$ cat config.mk
export PLATFORM = sky130hd
export DESIGN_NAME = char_stream_tokenizer
export DESIGN_NICKNAME = d
export VERILOG_FILES = /design/src/design/csttok_pkg.sv /design/src/design/csttok_front.sv /design/src/design/csttok_queue.sv /design/src/design/csttok_back.sv /design/src/design/char_stream_tokenizer.sv
export VERILOG_INCLUDE_DIRS = /design/src /design/src/design
export SDC_FILE = /design/constraint.sdc
export NUM_CORES = 1
export LEC_CHECK = 0
export BUFFER_PORTS_ARGS = -buffer_cell sky130_fd_sc_hd__buf_4
export CELL_PAD_IN_SITES_DETAIL_PLACEMENT = 1
export CELL_PAD_IN_SITES_GLOBAL_PLACEMENT = 1
export CORE_ASPECT_RATIO = 1.25
export CORE_MARGIN = 2
export CORE_UTILIZATION = 50
export DETAILED_ROUTE_END_ITERATION = 16
export PLACE_DENSITY = 0.86
export RECOVER_POWER = 100
export SYNTH_ARGS = -nofsm -noshare
export SYNTH_HDL_FRONTEND = slang
export SYNTH_SLANG_ARGS = --single-unit
$ cat constraint.sdc
create_clock -name clk -period 10.2 [get_ports clk]
set_input_delay 1.02 -clock clk [delete_from_list [all_inputs] [get_ports clk]]
set_output_delay 1.02 -clock clk [all_outputs]
set_load 0.005 [all_outputs]
$ cat src/design/char_stream_tokenizer_defines.svh
// Assertion helpers used by the tokenizer back end (csttok_back).
`ifndef CHAR_STREAM_TOKENIZER_DEFINES_SVH
`define CHAR_STREAM_TOKENIZER_DEFINES_SVH

`define CST_ASSERT_NOW(lbl, ante, cons, msg) \
  lbl: assert property (@(posedge clk) disable iff (!rst_n) (ante) |-> (cons)) \
    else $error(msg);

`define CST_ASSERT_NEXT(lbl, ante, cons, msg) \
  lbl: assert property (@(posedge clk) disable iff (!rst_n) (ante) |=> (cons)) \
    else $error(msg);

`endif

$ cat src/design/csttok_pkg.sv
package csttok_pkg;

  localparam int MAX_LINE = 2048;
  localparam int COL_W = 11;
  localparam logic [COL_W-1:0] COL_MAX =
    COL_W'((MAX_LINE - 1 > 2047) ? 2047 : MAX_LINE - 1);
  localparam logic [10:0] LEN_MAX = 11'd2047;
  localparam int NSLOT = 3;
  localparam int QUEUE_DEPTH = 2;
  localparam int QPTR_W = $clog2(QUEUE_DEPTH);

  localparam logic [7:0] CH_NUL    = 8'h00;
  localparam logic [7:0] CH_TAB    = 8'h09;
  localparam logic [7:0] CH_LF     = 8'h0A;
  localparam logic [7:0] CH_SPACE  = 8'h20;
  localparam logic [7:0] CH_LPAREN = 8'h28;
  localparam logic [7:0] CH_RPAREN = 8'h29;
  localparam logic [7:0] CH_DASH   = 8'h2D;
  localparam logic [7:0] CH_SEMI   = 8'h3B;
  localparam logic [7:0] CH_GT     = 8'h3E;
  localparam logic [7:0] CH_LBRACE = 8'h7B;
  localparam logic [7:0] CH_RBRACE = 8'h7D;

  typedef enum logic [1:0] {
    MODE_IDLE,
    MODE_IDENT,
    MODE_NUMBER,
    MODE_DASH
  } scan_mode_t;

  typedef enum logic [3:0] {
    KIND_UNKNOWN = 4'd0,
    KIND_RETURN  = 4'd1,
    KIND_TYPE    = 4'd2,
    KIND_IDENT   = 4'd3,
    KIND_NUMBER  = 4'd4,
    KIND_LPAREN  = 4'd5,
    KIND_RPAREN  = 4'd6,
    KIND_LBRACE  = 4'd7,
    KIND_RBRACE  = 4'd8,
    KIND_SEMI    = 4'd9,
    KIND_ARROW   = 4'd10
  } token_kind_t;

  typedef struct packed {
    token_kind_t       kind;
    logic [COL_W-1:0]  col;
    logic [10:0]       len;
    logic [7:0]        fc;
  } token_t;

  typedef struct packed {
    logic [NSLOT-1:0]  mask;
    logic [31:0]       line;
    token_t [NSLOT-1:0] tok;
  } bundle_t;

  function automatic logic [7:0] kw_return_char(input logic [2:0] i);
    logic [7:0] ch;
    case (i)
      3'd0: ch = "r";
      3'd1: ch = "e";
      3'd2: ch = "t";
      3'd3: ch = "u";
      3'd4: ch = "r";
      3'd5: ch = "n";
      default: ch = 8'h00;
    endcase
    return ch;
  endfunction

  function automatic logic [7:0] kw_type_char(input logic [2:0] i);
    logic [7:0] ch;
    case (i)
      3'd0: ch = "u";
      3'd1: ch = "i";
      3'd2: ch = "n";
      3'd3: ch = "t";
      3'd4: ch = "8";
      default: ch = 8'h00;
    endcase
    return ch;
  endfunction

  function automatic token_t pending_token(
    input scan_mode_t       mode,
    input logic [COL_W-1:0] start,
    input logic [10:0]      len,
    input logic             kwr,
    input logic             kwt,
    input logic [7:0]       fc
  );
    token_t t;
    t.col = start;
    t.len = len;
    t.fc = fc;
    t.kind = KIND_UNKNOWN;
    case (mode)
      MODE_IDENT: begin
        if (kwr && len == 11'd6) begin
          t.kind = KIND_RETURN;
        end else if (kwt && len == 11'd5) begin
          t.kind = KIND_TYPE;
        end else begin
          t.kind = KIND_IDENT;
        end
      end
      MODE_NUMBER: t.kind = KIND_NUMBER;
      MODE_DASH: begin
        t.kind = KIND_UNKNOWN;
        t.len = 11'd1;
        t.fc = CH_DASH;
      end
      default: t.kind = KIND_UNKNOWN;
    endcase
    return t;
  endfunction

endpackage

$ cat src/design/csttok_front.sv
module csttok_front
  import csttok_pkg::*;
(
  input  logic        clk,
  input  logic        rst_n,
  input  logic        accept,
  input  logic [7:0]  char_code,
  input  logic        line_end,
  input  logic [31:0] src_line,
  output logic        push,
  output bundle_t     bundle
);

  scan_mode_t       mode_r, mode_nxt, mode_a;
  logic [COL_W-1:0] column_r, column_nxt;
  logic [COL_W-1:0] start_r, start_nxt;
  logic [10:0]      len_r, len_nxt;
  logic             kwr_r, kwr_nxt, kwt_r, kwt_nxt;
  logic [7:0]       pfc_r, pfc_nxt;

  logic is_alpha, is_digit, is_blank;
  logic do_arrow, do_flush, do_single;
  token_kind_t single_kind;

  assign is_alpha = (char_code inside {[8'h61:8'h7A], [8'h41:8'h5A]});
  assign is_digit = (char_code inside {[8'h30:8'h39]});
  assign is_blank = (char_code inside {CH_SPACE, CH_TAB, CH_LF, CH_NUL});

  // Scan state after this character, before the end-of-line flush.
  always_comb begin
    mode_a = mode_r;
    start_nxt = start_r;
    len_nxt = len_r;
    kwr_nxt = kwr_r;
    kwt_nxt = kwt_r;
    pfc_nxt = pfc_r;
    do_arrow = 1'b0;
    do_flush = 1'b0;
    do_single = 1'b0;
    if ((mode_r == MODE_IDENT && (is_alpha || is_digit)) ||
        (mode_r == MODE_NUMBER && is_digit)) begin
      kwr_nxt = kwr_r && (len_r < 11'd6) && (char_code == kw_return_char(len_r[2:0]));
      kwt_nxt = kwt_r && (len_r < 11'd5) && (char_code == kw_type_char(len_r[2:0]));
      if (len_r < LEN_MAX) begin
        len_nxt = len_r + 11'd1;
      end
    end else if (mode_r == MODE_DASH && char_code == CH_GT) begin
      do_arrow = 1'b1;
      mode_a = MODE_IDLE;
    end else begin
      do_flush = (mode_r != MODE_IDLE);
      mode_a = MODE_IDLE;
      if (is_alpha || is_digit || char_code == CH_DASH) begin
        mode_a = is_alpha ? MODE_IDENT : (is_digit ? MODE_NUMBER : MODE_DASH);
        start_nxt = column_r;
        len_nxt = 11'd1;
        pfc_nxt = char_code;
        kwr_nxt = is_alpha && (char_code == kw_return_char(3'd0));
        kwt_nxt = is_alpha && (char_code == kw_type_char(3'd0));
      end else if (!is_blank) begin
        do_single = 1'b1;
      end
    end
    mode_nxt = line_end ? MODE_IDLE : mode_a;
    if (line_end) begin
      column_nxt = '0;
    end else if (column_r < COL_MAX) begin
      column_nxt = column_r + COL_W'(1);
    end else begin
      column_nxt = column_r;
    end
  end

  always_comb begin
    case (char_code)
      CH_LPAREN: single_kind = KIND_LPAREN;
      CH_RPAREN: single_kind = KIND_RPAREN;
      CH_LBRACE: single_kind = KIND_LBRACE;
      CH_RBRACE: single_kind = KIND_RBRACE;
      CH_SEMI:   single_kind = KIND_SEMI;
      default:   single_kind = KIND_UNKNOWN;
    endcase
  end

  // Token slots in emission order: pending or arrow, single character, line flush.
  always_comb begin
    bundle.line = src_line;
    if (do_arrow) begin
      bundle.tok[0].kind = KIND_ARROW;
      bundle.tok[0].col = start_r;
      bundle.tok[0].len = 11'd2;
      bundle.tok[0].fc = CH_DASH;
    end else begin
      bundle.tok[0] = pending_token(mode_r, start_r, len_r, kwr_r, kwt_r, pfc_r);
    end
    bundle.tok[1].kind = single_kind;
    bundle.tok[1].col = column_r;
    bundle.tok[1].len = 11'd1;
    bundle.tok[1].fc = char_code;
    bundle.tok[2] = pending_token(mode_a, start_nxt, len_nxt, kwr_nxt, kwt_nxt, pfc_nxt);
    bundle.mask = {line_end && (mode_a != MODE_IDLE), do_single, do_arrow || do_flush};
  end

  assign push = accept && (bundle.mask != '0);

  always_ff @(posedge clk) begin
    if (!rst_n) begin
      mode_r <= MODE_IDLE;
      column_r <= '0;
      start_r <= '0;
      len_r <= '0;
      kwr_r <= 1'b0;
      kwt_r <= 1'b0;
      pfc_r <= '0;
    end else if (accept) begin
      mode_r <= mode_nxt;
      column_r <= column_nxt;
      start_r <= start_nxt;
      len_r <= len_nxt;
      kwr_r <= kwr_nxt;
      kwt_r <= kwt_nxt;
      pfc_r <= pfc_nxt;
    end
  end

endmodule

$ cat src/design/csttok_queue.sv
module csttok_queue
  import csttok_pkg::*;
(
  input  logic    clk,
  input  logic    rst_n,
  input  logic    push,
  input  bundle_t wdata,
  output logic    full,
  input  logic    pop,
  output bundle_t rdata,
  output logic    head_valid
);

  bundle_t           entry_r [QUEUE_DEPTH];
  logic [QPTR_W-1:0] wr_ptr_r, rd_ptr_r;
  logic [QPTR_W:0]   count_r;

  assign full = (count_r == (QPTR_W+1)'(QUEUE_DEPTH));
  assign head_valid = (count_r != '0);
  assign rdata = entry_r[rd_ptr_r];

  always_ff @(posedge clk) begin
    if (push) begin
      entry_r[wr_ptr_r] <= wdata;
    end
  end

  always_ff @(posedge clk) begin
    if (!rst_n) begin
      wr_ptr_r <= '0;
      rd_ptr_r <= '0;
      count_r <= '0;
    end else begin
      if (push) begin
        wr_ptr_r <= (wr_ptr_r == QPTR_W'(QUEUE_DEPTH - 1)) ? '0 : wr_ptr_r + 1'b1;
      end
      if (pop) begin
        rd_ptr_r <= (rd_ptr_r == QPTR_W'(QUEUE_DEPTH - 1)) ? '0 : rd_ptr_r + 1'b1;
      end
      count_r <= count_r + (QPTR_W+1)'(push) - (QPTR_W+1)'(pop);
    end
  end

endmodule

$ cat src/design/csttok_back.sv
`include "char_stream_tokenizer_defines.svh"

module csttok_back
  import csttok_pkg::*;
(
  input  logic        clk,
  input  logic        rst_n,
  input  logic        head_valid,
  input  bundle_t     head,
  output logic        pop,
  output logic        out_tvalid,
  input  logic        out_tready,
  output logic [63:0] out_tdata,
  output logic [3:0]  out_tuser,
  output logic        out_tlast
);

  logic [NSLOT-1:0] done_r, done_nxt, rem, pick;
  logic             load, last;
  logic             valid_r;
  token_t           tok_r, tok_sel;
  logic [31:0]      line_r;
  logic             last_r;

  assign rem = head.mask & ~done_r;
  assign pick = rem & (~rem + NSLOT'(1));
  assign last = ((rem & ~pick) == '0);
  assign load = head_valid && (!valid_r || out_tready);
  assign pop = load && last;

  always_comb begin
    tok_sel = head.tok[0];
    for (int i = NSLOT - 1; i >= 0; i--) begin
      if (pick[i]) begin
        tok_sel = head.tok[i];
      end
    end
    done_nxt = done_r;
    if (load) begin
      done_nxt = last ? '0 : (done_r | pick);
    end
  end

  always_ff @(posedge clk) begin
    if (!rst_n) begin
      valid_r <= 1'b0;
      done_r <= '0;
    end else begin
      done_r <= done_nxt;
      if (load) begin
        valid_r <= 1'b1;
      end else if (out_tready) begin
        valid_r <= 1'b0;
      end
    end
  end

  always_ff @(posedge clk) begin
    if (load) begin
      tok_r <= tok_sel;
      line_r <= head.line;
      last_r <= last;
    end
  end

  assign out_tvalid = valid_r;
  assign out_tdata = {2'b00, tok_r.fc, tok_r.len, tok_r.col, line_r};
  assign out_tuser = tok_r.kind;
  assign out_tlast = last_r;

  `CST_ASSERT_NOW(a_pop_has_head, pop, head_valid, "queue popped while empty")
  `CST_ASSERT_NOW(a_done_in_mask, head_valid, (done_r & ~head.mask) == '0,
                  "served slot outside the word's token mask")
  `CST_ASSERT_NEXT(a_pop_clears, pop, done_r == '0, "slot record not cleared after pop")

endmodule

$ cat src/design/char_stream_tokenizer.sv
// Streaming tokenizer: one source byte enters per word on the input side, with its line
// number and an end-of-line mark (in_tlast), and tokens leave on the output side with
// the token kind in out_tuser and out_tlast set on the last token caused by an input word.
// The scanner takes one byte per cycle while the queue has room; a byte that causes
// several tokens (at most three) sends them out one after another, and a two-entry token
// queue between scanner and output lets the scanner keep accepting bytes while those
// tokens drain. Bytes that cause no token cost nothing at the output. Sustained rate is
// one byte per cycle when each byte causes at most one token and out_tready stays high.
module char_stream_tokenizer
  import csttok_pkg::*;
(
  input  logic        clk,
  input  logic        rst_n,
  input  logic        in_tvalid,
  output logic        in_tready,
  input  logic [39:0] in_tdata,   // char_code[7:0], src_line[39:8]
  input  logic        in_tlast,   // line_end
  output logic        out_tvalid,
  input  logic        out_tready,
  output logic [63:0] out_tdata,  // token_line[31:0], start_column[42:32],
                                  // token_length[53:43], first_char[61:54], zero[63:62]
  output logic [3:0]  out_tuser,  // token_kind[3:0]
  output logic        out_tlast   // last_of_run
);

  logic    accept, push, full, pop, head_valid;
  bundle_t push_data, head_data;

  assign in_tready = !full;
  assign accept = in_tvalid && in_tready;

  csttok_front u_front (
    .clk         (clk),
    .rst_n       (rst_n),
    .accept      (accept),
    .char_code   (in_tdata[7:0]),
    .line_end    (in_tlast),
    .src_line    (in_tdata[39:8]),
    .push        (push),
    .bundle      (push_data)
  );

  csttok_queue u_queue (
    .clk        (clk),
    .rst_n      (rst_n),
    .push       (push),
    .wdata      (push_data),
    .full       (full),
    .pop        (pop),
    .rdata      (head_data),
    .head_valid (head_valid)
  );

  csttok_back u_back (
    .clk        (clk),
    .rst_n      (rst_n),
    .head_valid (head_valid),
    .head       (head_data),
    .pop        (pop),
    .out_tvalid (out_tvalid),
    .out_tready (out_tready),
    .out_tdata  (out_tdata),
    .out_tuser  (out_tuser),
    .out_tlast  (out_tlast)
  );

endmodule

==> results of run 1 <==
[critical path, stage by stage, from the launching register on]
cell	delay [ns]
sky130_fd_sc_hd__dfxtp_1	1.82
sky130_fd_sc_hd__clkbuf_1	2.23
sky130_fd_sc_hd__mux2i_1	0.61
sky130_fd_sc_hd__or2_2	0.74
sky130_fd_sc_hd__o21ai_0	0.24
sky130_fd_sc_hd__o21ai_0	0.14
sky130_fd_sc_hd__and2_0	0.28
sky130_fd_sc_hd__ha_1	0.32
sky130_fd_sc_hd__inv_1	0.06
sky130_fd_sc_hd__ha_1	0.15
sky130_fd_sc_hd__xor2_1	0.22
sky130_fd_sc_hd__xnor2_1	0.15
sky130_fd_sc_hd__nor2_1	0.06
[worst min path at each step]
| stage | startpoint | end | slack [ns] | depth (start not counted) |
|---|---|---|---|---|
| final | u_queue.wr_ptr_r | u_queue.wr_ptr_r | 0.49 | 2 |
| after floorplan | u_back.done_r[0] | u_back.done_r[0] | 0.44 | 2 |
| after CTS | u_front.start_r[9] | u_queue.entry_r[1][28] | 0.50 | 0 |
| after detailed placement | u_front.start_r[5] | u_queue.entry_r[1][24] | 0.48 | 0 |
| after global routing | u_front.start_r[9] | u_queue.entry_r[1][28] | 0.51 | 0 |
| after global placement | u_back.done_r[0] | u_back.done_r[0] | 0.46 | 2 |
[registers in the layout, summed over array words and instances, names as in the netlist, 2 cells and up, named ones only]
register and cells:
u_back.line_r 32, u_back.out_tuser 4, u_front.len_r 11, u_queue.count_r 2
u_front.pfc_r 8, u_front.column_r 11, u_back.done_r 3, u_queue.entry_r 250
u_back.out_tdata 30, u_front.mode_r 2, u_front.start_r 11
[power breakdown]
part,internal (mW),total [mW],switching [mW]
clock,0.827,1.39,0.563
combinational,0.461,1.10,0.638
sequential,2.03,2.16,0.137
[layout by cell type, fill, tap and decap left out, types with 6 or more instances in the layout]
cell type / count
sky130_fd_sc_hd__a211oi_1: 10
sky130_fd_sc_hd__a21oi_1: 28
sky130_fd_sc_hd__a22oi_1: 13
sky130_fd_sc_hd__a311oi_1: 13
sky130_fd_sc_hd__a31oi_1: 10
sky130_fd_sc_hd__and2_0: 8
sky130_fd_sc_hd__and3_1: 14
sky130_fd_sc_hd__buf_4: 7
sky130_fd_sc_hd__clkbuf_1: 61
sky130_fd_sc_hd__clkbuf_16: 39
sky130_fd_sc_hd__clkbuf_4: 67
sky130_fd_sc_hd__clkinv_2: 6
sky130_fd_sc_hd__dfxtp_1: 54
sky130_fd_sc_hd__edfxtp_1: 317
sky130_fd_sc_hd__ha_1: 14
sky130_fd_sc_hd__inv_1: 17
sky130_fd_sc_hd__mux2_2: 52
sky130_fd_sc_hd__mux2i_1: 79
sky130_fd_sc_hd__nand2_1: 109
sky130_fd_sc_hd__nand2b_1: 10
sky130_fd_sc_hd__nand3_1: 21
sky130_fd_sc_hd__nand4_1: 6
sky130_fd_sc_hd__nor2_1: 68
sky130_fd_sc_hd__nor2b_1: 22
sky130_fd_sc_hd__nor3_1: 10
sky130_fd_sc_hd__o21a_1: 7
sky130_fd_sc_hd__o21ai_0: 59
sky130_fd_sc_hd__o22ai_1: 23
sky130_fd_sc_hd__or2_2: 8
sky130_fd_sc_hd__or3_1: 11
sky130_fd_sc_hd__xnor2_1: 7
sky130_fd_sc_hd__xor2_1: 7
[per-stage QoR]
stage	util (%)	setup slack (ns)
3_3_place_gp	54.16	4.961
6_report	57.52	2.976
3_5_place_dp	54.16	4.687
5_1_grt	57.52	2.417
4_1_cts	58.19	5.120
2_1_floorplan	-	1.699
[kinds of logic after synthesis]
family / Yosys count
flops: 371
simple gates: 313
compound gates: 197
mux: 133
buf+inv: 87
fa+ha+maj: 14
xor+xnor: 14
other cells: 1
[metal layers]
layer / wire length, um / share of wire, % / up-vias
met3: 1885 / 4.9 / 87
met4: 1083 / 2.8 / 0
met2: 19800 / 52 / 359
met1: 15590 / 41 / 4922
met5: 0 / 0 / -
li1: - / - / 4450
[layout make-up]
| cell class | instances | share of cell area, % |
|---|---|---|
| Sequential cell | 371 | 59.99 |
| Multi-Input combinational cell | 673 | 25.56 |
| Clock buffer | 53 | 5.991 |
| Timing Repair Buffer | 124 | 4.206 |
| Tap cell | 407 | 2.882 |
| Clock inverter | 15 | 1.006 |
| Inverter | 17 | 0.3611 |
==> metrics.txt, run 1 <==
CTS Buf Count=37; endpoint required time on the critical path=10.54 ns; clock tree from TritonCTS=yes; total clock sinks=371; most area-hungry cell type in the Yosys netlist=sky130_fd_sc_hd__edfxtp_1; min cycle time layout=7.224 ns; mux share of post-synthesis cell area=9.044%; PnR Total Power=4.652 mW; detailed-router iteration count before antenna repair=5; routed vias/inst=5.914; area fraction in compound gates after synthesis=8.324%; Pwr Density=263.3 nW/um2; placed cells=1592; top cell type's share of synthesized area=61.54%; reported max-cap violation count=7; sequential-to-total area share from yosys stat=68.53%; post-synthesis simple-gate area fraction=9.812%; xor/xnor share of the synthesized area=0.7928%; Primary FF master, synth=sky130_fd_sc_hd__edfxtp_1; highest fanout seen on the critical path=48; end of the worst register-to-register path=u_queue.count_r[1]; Total Wirelength=38360 um; worst-case clock buffer depth=3; leading post-synthesis cells by cell area=sky130_fd_sc_hd__edfxtp_1 62%, sky130_fd_sc_hd__dfxtp_1 7.0%, sky130_fd_sc_hd__mux2i_1 5.1%, sky130_fd_sc_hd__mux2_2 3.9%, sky130_fd_sc_hd__nand2_1 2.6%; Finished Cell Area=17670 um2; number of hold buffers added after CTS=0; leftover overflow at the end of global routing=0; final hold viol count=0; maximum ir drop on the vdd rail=0.1825 mV; number of rows in the core area=72; layer with the highest usage=met2; Critical path destination=u_queue.count_r[1]; number of port buffers=113; mean instance size in the synthesized netlist=13.69 um2; Commonest cells post-synth=317 x sky130_fd_sc_hd__edfxtp_1, 109 x sky130_fd_sc_hd__nand2_1, 79 x sky130_fd_sc_hd__mux2i_1; share of synthesized cell area in full adder, half adder and majority cells=1.133%; setup skew after layout=0.02331 ns; yosys synthesis warning count=0; met1 Track Usage GR=29.98%; later-pin clock latency in the skew report=0.53 ns; Setup crit start kind=register; chip height=200.6 um; multi-input gate area in the final layout=4517 um2; placed wire-length estimate=23880 um; library cells used by synthesis=68; leak pwr=6.081 nW; clock-pin slew reported for the worst setup and hold paths after clock tree synthesis=0.06 ns; Seq cells post-synth=371; Synth-to-Final Area Change=14.24%; headroom to the max-slew limit=-175.5%; buffer count from post-CTS setup fixing=0; last weighted congestion value of the routability-driven placer=0.8632; via count of the routed design=9818; number of nets in the layout=1283; ys async rst share=0%; pin count of the biggest net entering global routing=71; failing checks=capacitance limit, slew limit; gr usage total=23.83%; crit path capture type=register; cell area reported after detailed placement=16640 um2; Die Span X=161.3 um; detailed router's first-iteration violation count=683; total DRC errors in the routed layout=0; count of flip-flops with a built-in enable after synthesis=317; antenna-violating nets left=0; cells on worst reg2reg path=12; I/O pin cnt=116; register area=10600 um2; share of layout cells above drive strength 1=15.72%; Worst Hold Margin=0.4918 ns; Setup-failing EPs final=0; critical setup path kind=register to register; RSZ-0062 raised after global routing=false; wire length of the first global-routing pass=60120 um; Resized Gates After CTS=0; met2 track demand over resource=41.51%; transition at the pin with the smallest max-transition slack=4.132 ns; ratio of final minimum period to clock period=70.82%; count of fill cells added during filler insertion=3003; GR Util met3=3.698%; outcome=finished with violations; number of instances in the synthesized netlist=1130; Clock H-tree levels=2; number of standard cells in the layout, taps in and fillers out=1660; number of antenna violations at the first check in global routing=0; r2r setup slk=2.98 ns; effective utilization at floorplan=50.35%; achievable clock frequency=138.4 MHz; wire length per cell after detailed routing=23.11 um; cell with the most instances after synthesis=sky130_fd_sc_hd__edfxtp_1; vias in the first global route=10510; Root Buffer Master=sky130_fd_sc_hd__clkbuf_16; cell area after synthesis=15470 um2; Die Outline Area=32370 um2; sum of negative setup slack=0 ns; placeable core area=30720 um2; Critical Path AT=7.56 ns; max-slew violation count=343; main combinational cell family by area after synthesis=simple AND/OR/NAND/NOR gates; type of the tightest min-delay check=register to register; n_diodes=0
(Power assumes the default switching activity.)
==> run 2: changes to the inputs <==
--- a/config.mk
+++ b/config.mk
@@ -6,14 +6,15 @@
 export SDC_FILE = /design/constraint.sdc
 export NUM_CORES = 1
 export LEC_CHECK = 0
+export ABC_AREA = 1
 export BUFFER_PORTS_ARGS = -buffer_cell sky130_fd_sc_hd__buf_4
 export CELL_PAD_IN_SITES_DETAIL_PLACEMENT = 1
 export CELL_PAD_IN_SITES_GLOBAL_PLACEMENT = 1
 export CORE_ASPECT_RATIO = 1.25
 export CORE_MARGIN = 2
-export CORE_UTILIZATION = 50
+export CORE_UTILIZATION = 48
 export DETAILED_ROUTE_END_ITERATION = 16
-export PLACE_DENSITY = 0.86
+export PLACE_DENSITY = 0.85
 export RECOVER_POWER = 100
 export SYNTH_ARGS = -nofsm -noshare
 export SYNTH_HDL_FRONTEND = slang
==> constraint.sdc (replaced) <==
create_clock -name clk -period 6.8 [get_ports clk]
set_input_delay 0.68 -clock clk [delete_from_list [all_inputs] [get_ports clk]]
set_output_delay 0.68 -clock clk [all_outputs]
set_load 0.005 [all_outputs]
==> run 2 against run 1 <==
Non-clock buffer count is 1 lower. Total power rose by 48%. Cell area decreased by 0.39%. Count of clock-buffer cells in the layout is 3 higher. Fmax increased by 38%. Global-route usage grew 1.5 points. The flow still finishes with violations (capacitance limit, slew limit). First-iteration DRC count increased by 26%. Critical endpoint is now u_queue.entry_r[0][58]. Synthesized cell count up 26%. Worst hold slack got worse by 0.12 ns. Critical path type unchanged. Combinational power increased by 49%. Utilization decreased by 2.3 points. Highest routed layer unchanged. Largest power group unchanged.
==> metrics.txt, run 2 <==
number of instances in the synthesized netlist=1425 (was 1130); Die Span X=165.0 um (was 161.3 um); ys async rst share=0% (unchanged); outcome=finished with violations (unchanged); detailed-router iteration count before antenna repair=5 (unchanged); yosys synthesis warning count=0 (unchanged); headroom to the max-slew limit=-6.218% (was -175.5%); sum of negative setup slack=0 ns (unchanged); cell area after synthesis=15560 um2 (was 15470 um2); Seq cells post-synth=371 (unchanged); clock network fraction of design power=27.7% (was 29.9%); leak pwr=6.866 nW (was 6.081 nW); count of flip-flops with a built-in enable after synthesis=317 (unchanged); ratio of final minimum period to clock period=77.19% (was 70.82%); crit path capture type=register (unchanged); most common cell after layout, fill and taps aside=sky130_fd_sc_hd__nand2_1 (was sky130_fd_sc_hd__edfxtp_1); detailed router's first-iteration violation count=861 (was 683); min cycle time layout=5.249 ns (was 7.224 ns); final hold viol count=0 (unchanged); placeable core area=31880 um2 (was 30720 um2); number of nets in the layout=1587 (was 1283); number of antenna violations at the first check in global routing=0 (unchanged); Synth-to-Final Area Change=13.14% (was 14.24%); Commonest cells post-synth=328 x sky130_fd_sc_hd__nand2_1, 317 x sky130_fd_sc_hd__edfxtp_1, 164 x sky130_fd_sc_hd__nor2_1 (was 317 x sky130_fd_sc_hd__edfxtp_1, 109 x sky130_fd_sc_hd__nand2_1, 79 x sky130_fd_sc_hd__mux2i_1); top cell type's share of synthesized area=61.19% (was 61.54%); leading post-synthesis cells by cell area=sky130_fd_sc_hd__edfxtp_1 61%, sky130_fd_sc_hd__nand2_1 7.9%, sky130_fd_sc_hd__dfxtp_1 6.9%, sky130_fd_sc_hd__nor2_1 4.0%, sky130_fd_sc_hd__o21ai_0 3.3% (was sky130_fd_sc_hd__edfxtp_1 62%, sky130_fd_sc_hd__dfxtp_1 7.0%, sky130_fd_sc_hd__mux2i_1 5.1%, sky130_fd_sc_hd__mux2_2 3.9%, sky130_fd_sc_hd__nand2_1 2.6%); transition at the pin with the smallest max-transition slack=1.592 ns (was 4.132 ns); number of port buffers=113 (unchanged); combinational fraction of design power=23.8% (was 23.6%); achievable clock frequency=190.5 MHz (was 138.4 MHz); sequential-to-total area share from yosys stat=68.14% (was 68.53%); Die Outline Area=33870 um2 (was 32370 um2); setup skew after layout=0.01987 ns (was 0.02331 ns); max-slew violation count=49 (was 343); PnR Total Power=6.887 mW (was 4.652 mW); Largest register FFs=250 (unchanged); CTS Buf Count=36 (was 37); chip height=205.3 um (was 200.6 um); Primary FF master, synth=sky130_fd_sc_hd__edfxtp_1 (unchanged); worst-case clock buffer depth=3 (unchanged); maximum ir drop on the vdd rail=0.2363 mV (was 0.1825 mV); Pwr Density=391.3 nW/um2 (was 263.3 nW/um2); gr usage total=25.36% (was 23.83%); type of the tightest min-delay check=primary input to register (was register to register); count of fill cells added during filler insertion=3451 (was 3003); Clock H-tree levels=2 (unchanged); Critical Path AT=5.37 ns (was 7.56 ns); via count of the routed design=10932 (was 9818); number of rows in the core area=73 (was 72); cell with the most instances after synthesis=sky130_fd_sc_hd__nand2_1 (was sky130_fd_sc_hd__edfxtp_1); I/O pin cnt=116 (unchanged); Setup crit start kind=register (unchanged); library cells used by synthesis=43 (was 68); vias in the first global route=11857 (was 10510); critical setup path kind=register to register (unchanged); most area-hungry cell type in the Yosys netlist=sky130_fd_sc_hd__edfxtp_1 (unchanged); leading cell types in the layout, fill and taps excluded=334 x sky130_fd_sc_hd__nand2_1, 317 x sky130_fd_sc_hd__edfxtp_1, 165 x sky130_fd_sc_hd__nor2_1, 111 x sky130_fd_sc_hd__inv_1, 106 x sky130_fd_sc_hd__o21ai_0 (was 317 x sky130_fd_sc_hd__edfxtp_1, 109 x sky130_fd_sc_hd__nand2_1, 79 x sky130_fd_sc_hd__mux2i_1, 68 x sky130_fd_sc_hd__nor2_1, 67 x sky130_fd_sc_hd__clkbuf_4); Setup-failing EPs final=0 (unchanged); placed wire-length estimate=27380 um (was 23880 um); minimum setup slack after placement=2.353 ns (was 4.687 ns); Resized Gates After CTS=0 (unchanged); leftover overflow at the end of global routing=0 (unchanged); last weighted congestion value of the routability-driven placer=0.8642 (was 0.8632); total clock sinks=371 (unchanged); n_diodes=0 (unchanged); mean instance size in the synthesized netlist=10.92 um2 (was 13.69 um2); switching pwr=2.151 mW (was 1.338 mW); least setup slack across all paths after layout=1.551 ns (was 2.976 ns); RSZ-0062 raised after global routing=false (unchanged); sequential cell fraction of total power=48.4% (was 46.5%); routed vias/inst=5.563 (was 5.914); number of hold buffers added after CTS=0 (unchanged); antenna-violating nets left=0 (unchanged); wire length per cell after detailed routing=21.44 um (was 23.11 um); clock tree from TritonCTS=yes (unchanged); clock-pin slew reported for the worst setup and hold paths after clock tree synthesis=0.06 ns (about the same); endpoint required time on the critical path=6.92 ns (was 10.54 ns); Root Buffer Master=sky130_fd_sc_hd__clkbuf_16 (unchanged); total DRC errors in the routed layout=0 (unchanged); highest fanout seen on the critical path=43 (was 48); effective utilization at floorplan=48.80% (was 50.35%); failing checks=capacitance limit, slew limit (unchanged); Pint=4.736 mW (was 3.314 mW); share of layout cells above drive strength 1=10.43% (was 15.72%); later-pin clock latency in the skew report=0.52 ns (was 0.53 ns); Total Wirelength=42140 um (was 38360 um); reported max-cap violation count=2 (was 7); register bank with the most flops=u_queue.entry_r (unchanged); switching share of power=31.23% (was 28.76%); buffer count from post-CTS setup fixing=0 (unchanged); wire length of the first global-routing pass=65630 um (was 60120 um); pin count of the biggest net entering global routing=84 (was 71)
[run 2: worst max-delay path: stages, from the launching register on]
cell                       delay (ns)
sky130_fd_sc_hd__dfxtp_1         0.35
sky130_fd_sc_hd__inv_1           0.07
sky130_fd_sc_hd__nand2_1         0.10
sky130_fd_sc_hd__nand2_1         0.82
sky130_fd_sc_hd__inv_1           1.45
sky130_fd_sc_hd__nand2_1         0.30
sky130_fd_sc_hd__nor2_4          0.71
sky130_fd_sc_hd__clkbuf_2        1.02
[run 2: layout make-up]
cell class	count	area (um2)	area share (%)
tap	412	515.5	2.929
clock inverter	7	36.28	0.2062
clock buffer	56	1077	6.121
timing repair buffer	123	725.7	4.123
multi-input combinational	875	4185	23.78
sequential	371	10600	60.25
inverter	121	456.7	2.595
[run 2: logic make-up (layout without fill, tap and decap cells)]
family | after synthesis | in the layout | synth area share [%]
XOR/XNOR | 9 | 9 | 0.5067
adder cells (fa/ha/maj) | 14 | 14 | 1.126
other | 1 | 2 | 0.02411
flip-flops | 371 | 371 | 68.14
AO/OA/AOI/OAI | 187 | 187 | 6.531
buffers and inverters | 180 | 307 | 4.649
multiplexers | 23 | 23 | 1.480
AND/OR/NAND/NOR | 640 | 640 | 17.54
[run 2: final timing paths]
check        slack, ns  cells after the start                endpoint          startpoint
min               0.37                      1  u_queue.entry_r[1][92]         in_tdata[9]
max               1.55                      7  u_queue.entry_r[0][58]  u_queue.count_r[0]
max reg2reg       1.55                      7  u_queue.entry_r[0][58]  u_queue.count_r[0]
min reg2reg       0.48                      1        u_queue.rd_ptr_r    u_queue.rd_ptr_r
[run 2: power groups by stage]
stage	combinational (mW)	clock (mW)	sequential [mW]
after floorplan	0.919	0	3.33
after global placement	1.57	0	3.34
after detailed placement	1.69	0	3.38
after CTS	1.72	1.93	3.35
after global routing	1.83	2.01	3.38
final	1.64	1.91	3.34
[run 2: stage by stage]
stage | instances | util, % | hold slack (ns) | instance area, um2
floorplan | 1426 | - | 0.4225 | 15560
global placement | 1902 | 52.55 | 0.4346 | 16750
detailed placement | 1902 | 52.55 | 0.4468 | 16750
CTS | 1965 | 56.04 | 0.3324 | 17860
global route | 1965 | 55.21 | 0.3633 | 17600
finish | 1965 | 55.21 | 0.3708 | 17600
[run 2: layer usage]
layer,share of wire [%],GRT usage (%),routed length [um]
met4,3.6,10.50,1537
met3,3.9,2.822,1638
met5,0,0,0
met1,38,29.18,16090
met2,54,47.41,22870
